`config.mk`:
```
export PLATFORM = sky130hd
export DESIGN_NAME = rti_mul
export DESIGN_NICKNAME = d
export VERILOG_FILES = /design/src/rtl/core/rti_mul.sv
export SDC_FILE = /design/constraint.sdc
export NUM_CORES = 2
export LEC_CHECK = 0
export BUFFER_PORTS_ARGS = -buffer_cell sky130_fd_sc_hd__buf_2
export CORE_MARGIN = 3
export CORE_UTILIZATION = 53
export CTS_CLUSTER_SIZE = 14
export DETAILED_ROUTE_END_ITERATION = 10
export PLACE_DENSITY = 0.68
export SYNTH_ARGS = -nofsm -noshare
export SYNTH_HDL_FRONTEND = slang
export SYNTH_SLANG_ARGS = --single-unit
```
`constraint.sdc`:
```
create_clock -name clock -period 9.47 [get_ports clock]
set_input_delay 0 -clock clock [delete_from_list [all_inputs] [get_ports clock]]
set_output_delay 0 -clock clock [all_outputs]
set_load 0.01 [all_outputs]
```
`src/rtl/core/rti_mul.sv`:
```
`default_nettype none
module rti_mul #(
   parameter int A_BITS = 33,
   parameter int B_BITS = 33
) (
   input  logic                             clock,
   input  logic signed [A_BITS-1:0]         a,
   input  logic signed [B_BITS-1:0]         b,
   output logic signed [A_BITS+B_BITS-1:0]  p
);

   localparam int LIMB = 32;
   localparam int NA = (A_BITS + LIMB - 1) / LIMB;
   localparam int NB = (B_BITS + LIMB - 1) / LIMB;
   localparam int P_BITS = A_BITS + B_BITS;

   logic signed [NA*LIMB-1:0] a_ext;
   logic signed [NB*LIMB-1:0] b_ext;
   logic signed [LIMB:0] a_limb [NA];
   logic signed [LIMB:0] b_limb [NB];
   logic signed [2*LIMB+1:0] pp_ff [NA][NB];
   logic signed [P_BITS-1:0] acc;
   logic signed [P_BITS-1:0] p_ff;

   assign a_ext = (NA*LIMB)'(a);
   assign b_ext = (NB*LIMB)'(b);

   always_comb begin
      for (int i = 0; i < NA; i++) begin
         a_limb[i] = {((i == NA - 1) ? a_ext[NA*LIMB-1] : 1'b0), a_ext[i*LIMB +: LIMB]};
      end
      for (int j = 0; j < NB; j++) begin
         b_limb[j] = {((j == NB - 1) ? b_ext[NB*LIMB-1] : 1'b0), b_ext[j*LIMB +: LIMB]};
      end
   end

   always_ff @(posedge clock) begin
      for (int i = 0; i < NA; i++) begin
         for (int j = 0; j < NB; j++) begin
            pp_ff[i][j] <= a_limb[i] * b_limb[j];
         end
      end
   end

   always_comb begin
      acc = '0;
      for (int i = 0; i < NA; i++) begin
         for (int j = 0; j < NB; j++) begin
            acc = acc + (P_BITS'(pp_ff[i][j]) <<< (LIMB * (i + j)));
         end
      end
   end

   always_ff @(posedge clock) begin
      p_ff <= acc;
   end

   assign p = p_ff;

endmodule
`default_nettype wire

```
======== After elaboration in Yosys (flattened, before gate mapping) ========
Memories as Yosys holds them, arrays and structs flattened.
Index checks and enable logic that the tools add are counted.
operators by class
  $add $sub $neg .......................... 3
  multipliers ............................. 4
operator list
  operator                      count
  adder 66 bit                  3
  multiplier 32 x 32 -> 64 bit  1
  multiplier 1 x 33 -> 34 bit   1
  multiplier 33 x 1 -> 34 bit   1
  multiplier 1 x 1 -> 2 bit     1
storage, ports and cells
  register bits ........................... 66
  RAM bits ................................ 264
  bits of input ports ..................... 67
  word-level logic and storage cells ...... 9
  memories kept ........................... 1
memories
  name   words  width  read ports  clocked after memory_dff  write ports  RTL line  text
  pp_ff  2      132    2           0                         2            21        logic signed [2*LIMB+1:0] pp_ff [NA][NB];

======== Logic depth before layout (Yosys ltp) ========
An unclocked memory read counts as a cell.
  word-level depth ........................ 4
  depth in mapped cells ................... 28

======== Least setup slack after synthesis ========
Ideal clock, no wire load.
  path type ............................... in2reg
  from .................................... in a[12]
  to ...................................... mem pp_ff[0][129] in the netlist's numbering
  data arrival time ....................... 6.933 ns
  slack ................................... 2.474 ns
  stages on the path ...................... 24
  buffers on the path ..................... 2
  path through ............................ clkbuf_1 clkbuf_1 and2_1 fa_1 fa_1 fa_1 inv_1 fa_1 inv_1 fa_1 inv_1 fa_1 inv_1 fa_1 fa_1 ha_1 a21oi_1 o21ai_0 a2111oi_0 o41ai_1 a311o_1 a21o_1 or4b_1 nand3_1
RTL lines
  item         RTL line  text
  from (decl)  7         input logic signed [A_BITS-1:0] a,
  to (decl)    21

==> flow_metrics.tcl <==
set metrics [dict create \
    outcome "completed" \
    arrival_ps 8250 \
    final.fill_count 6940 \
    crit_top_cell "fa_1" \
    core_area_um2 76700 \
    worst_clock_skew_ps 21.7 \
    worst_setup_path_start_kind "input port" \
    period_share_pct 82.4 \
    hold-path-endpoint "pp_ff[0][32]" \
    grt_max_degree 42 \
    multiInputGateArea_um2 33100 \
    overflow 0 \
    synth_area_leaders "fa_1 45%, dfxtp_1 9.7%, and2_1 9.4%" \
    max_freq_ghz 0.128 \
    hold_path_depth 3 \
    port_buffers 132 \
    drtIter0Drc 1995 \
    synth_enable_flop_cells 0 \
    die_h_um 286 \
    die_x_um 286 \
    die_area_um2 81600 \
    ff_latch_area_um2 4000 \
    avgSynthCellArea_um2 9.28 \
    r2r-end "p[59]" \
    maxCapViolCount 0 \
    clkLatencyLatePin_ps 520 \
    holdWs_ps 39.5 \
    finalWorstPathRequiredPeriod_ps 7810 \
    maxSlewViolCount 0 \
    synth_fp_nets 5756 \
    cts.path.max_buffers 2 \
    hpwlAfterDp_um 91900 \
    layout_commonest_cell "fa_1" \
    fin_tns_setup_ps 0 \
    layout_common_cells "930 x fa_1, 878 x inv_1, 620 x and2_1" \
    antenna_found_initial 4 \
    route.vias.total 30123 \
    crit_fanout 19 \
    areaGrowthSynthToFinish_pct 4.45 \
    gp_congestion 0.931 \
    cts_root_buffer "clkbuf_16" \
    antenna_left 0 \
    seq_area_frac_synth_pct 9.66 \
    clkSinkCount 200 \
    drtPass1Iterations 6 \
    rrSetupSlack_ps 5220 \
    start_util_pct 54.0 \
    num_io_pins 133 \
    critical_path_class "input port to flip-flop" \
    yosysWarnings 0 \
    slew_headroom_pct 13.6 \
    yosysUniqueCellTypes 74 \
    synth_cells 4462 \
    grt_pass1_vias 32888 \
    synth-main-ff-cell "dfxtp_1" \
    wl_per_cell_um 22.2 \
    path_clk_slew_ps 100 \
    slowest_delay_ps 840 \
    rsz0062_at_grt "false" \
    critical_path_required_ps 9910 \
    setup_viol 0 \
    fin_area_um2 43300 \
    synth_top_cell_by_area "fa_1" \
    place_area_um2 42600 \
    cts_setup_buffers 0 \
    drt-total-wl_um 120000 \
    numCtsBuffers 17 \
    drc 0 \
    crit_slowest_cell "o41ai_1" \
    row_count 101 \
    vias_per_cell 5.56 \
    min-delay-start "b[32]" \
    drive_above_1_share_pct 5.13 \
    r2r_cells 13 \
    htreeDepth 4 \
    ys_ff_latch 200 \
    grt_pass1_wl_um 189000 \
    synth_async_sr_flop_share_pct 0 \
    hp-class "input port to flip-flop" \
    final-hold-violation-count 0 \
    cp-end-kind "flip-flop" \
    final_nets 5666 \
    max_slew.worst_pin.slew_ps 1300 \
    syn_area_um2 41400 \
    cts_tree "built" \
    timing.rr.start "pp_ff[1][67]" \
    grtUsageTotal_pct 30.7 \
    synth_top_area_share_pct 44.9 \
]
## critical path: cells and delay by family
kind,cells,cell delay [ps]
compound gates,5,2420
fa+ha+maj,9,3770
buf+inv,7,1170
simple gates,4,870
## area by class of cell
| class | count | area share (%) |
|---|---|---|
| tap | 1030 | 2.98 |
| clock buffer | 17 | 0.983 |
| sequential | 200 | 9.25 |
| clock inverter | 15 | 0.509 |
| timing repair buffer | 174 | 2.27 |
| multi-input combinational | 3100 | 76.4 |
| antenna | 1 | 0.00578 |
| inverter | 879 | 7.62 |
## logic make-up after synthesis
kind of cell,count (synthesis),synth area share (%)
compound gates,316,4.97
xor+xnor,146,3.09
fa+ha+maj,1227,53.9
buf+inv,1162,10.6
flops,200,9.66
mux,2,0.0483
other cells,1,0.00905
simple gates,1408,17.8
## sequential cells by signal, indices dropped and copies added (netlist names)
| name | cells |
|---|---|
| pp_ff | 134 |
| p | 66 |
## Yosys cell counts, drive strengths merged (7+ instances only)
| cell type | instances |
|---|---|
| fa | 930 |
| inv | 878 |
| and2 | 621 |
| nand2 | 507 |
| ha | 297 |
| clkbuf | 272 |
| dfxtp | 200 |
| a21oi | 97 |
| xnor2 | 96 |
| nor2 | 91 |
| a21o | 68 |
| xor2 | 50 |
| o21ai | 47 |
| nor3 | 29 |
| nand4 | 25 |
| nand3 | 24 |
| nand2b | 20 |
| nor4 | 17 |
| or3 | 16 |
| a31oi | 15 |
| nor2b | 15 |
| and3 | 14 |
| o21a | 14 |
| o21bai | 14 |
| buf | 11 |
| or4 | 7 |
## how the worst max path moves through the flow
stage,slack (ps),cells after the start,start,to
floorplan,2470,24,a[12],pp_ff[0][129]
global placement,1370,23,a[7],pp_ff[0][129]
detailed placement,1290,23,a[7],pp_ff[0][129]
CTS,1790,25,a[0],pp_ff[0][129]
global route,1430,24,a[0],pp_ff[0][114]
finish,1660,25,a[0],pp_ff[0][129]
## stage by stage
stage                     worst slack, ps  instances  utilization [%]
after CTS                            1790       5415             56.4
after global placement               1370       5381             55.5
after detailed placement             1290       5381             55.5
after global routing                 1430       5415             56.4
final                                1660       5416             56.4
after floorplan                      2470       4462                -
## repair_timing
action                                 in CTS  in global routing
resized for setup                           0                  0
endpoints found under the hold margin      12                  0
hold buffers                                2                  0
## per-layer routing
metal | track usage, % | wire, um
met4 | 15.3 | 7030
met1 | 36.9 | 44700
met2 | 53.0 | 59500
met5 | 0 | 13
met3 | 5.55 | 8770
Power is not shown: default switching activity piles up to over one toggle a cycle in this logic, so the estimate is an artifact.
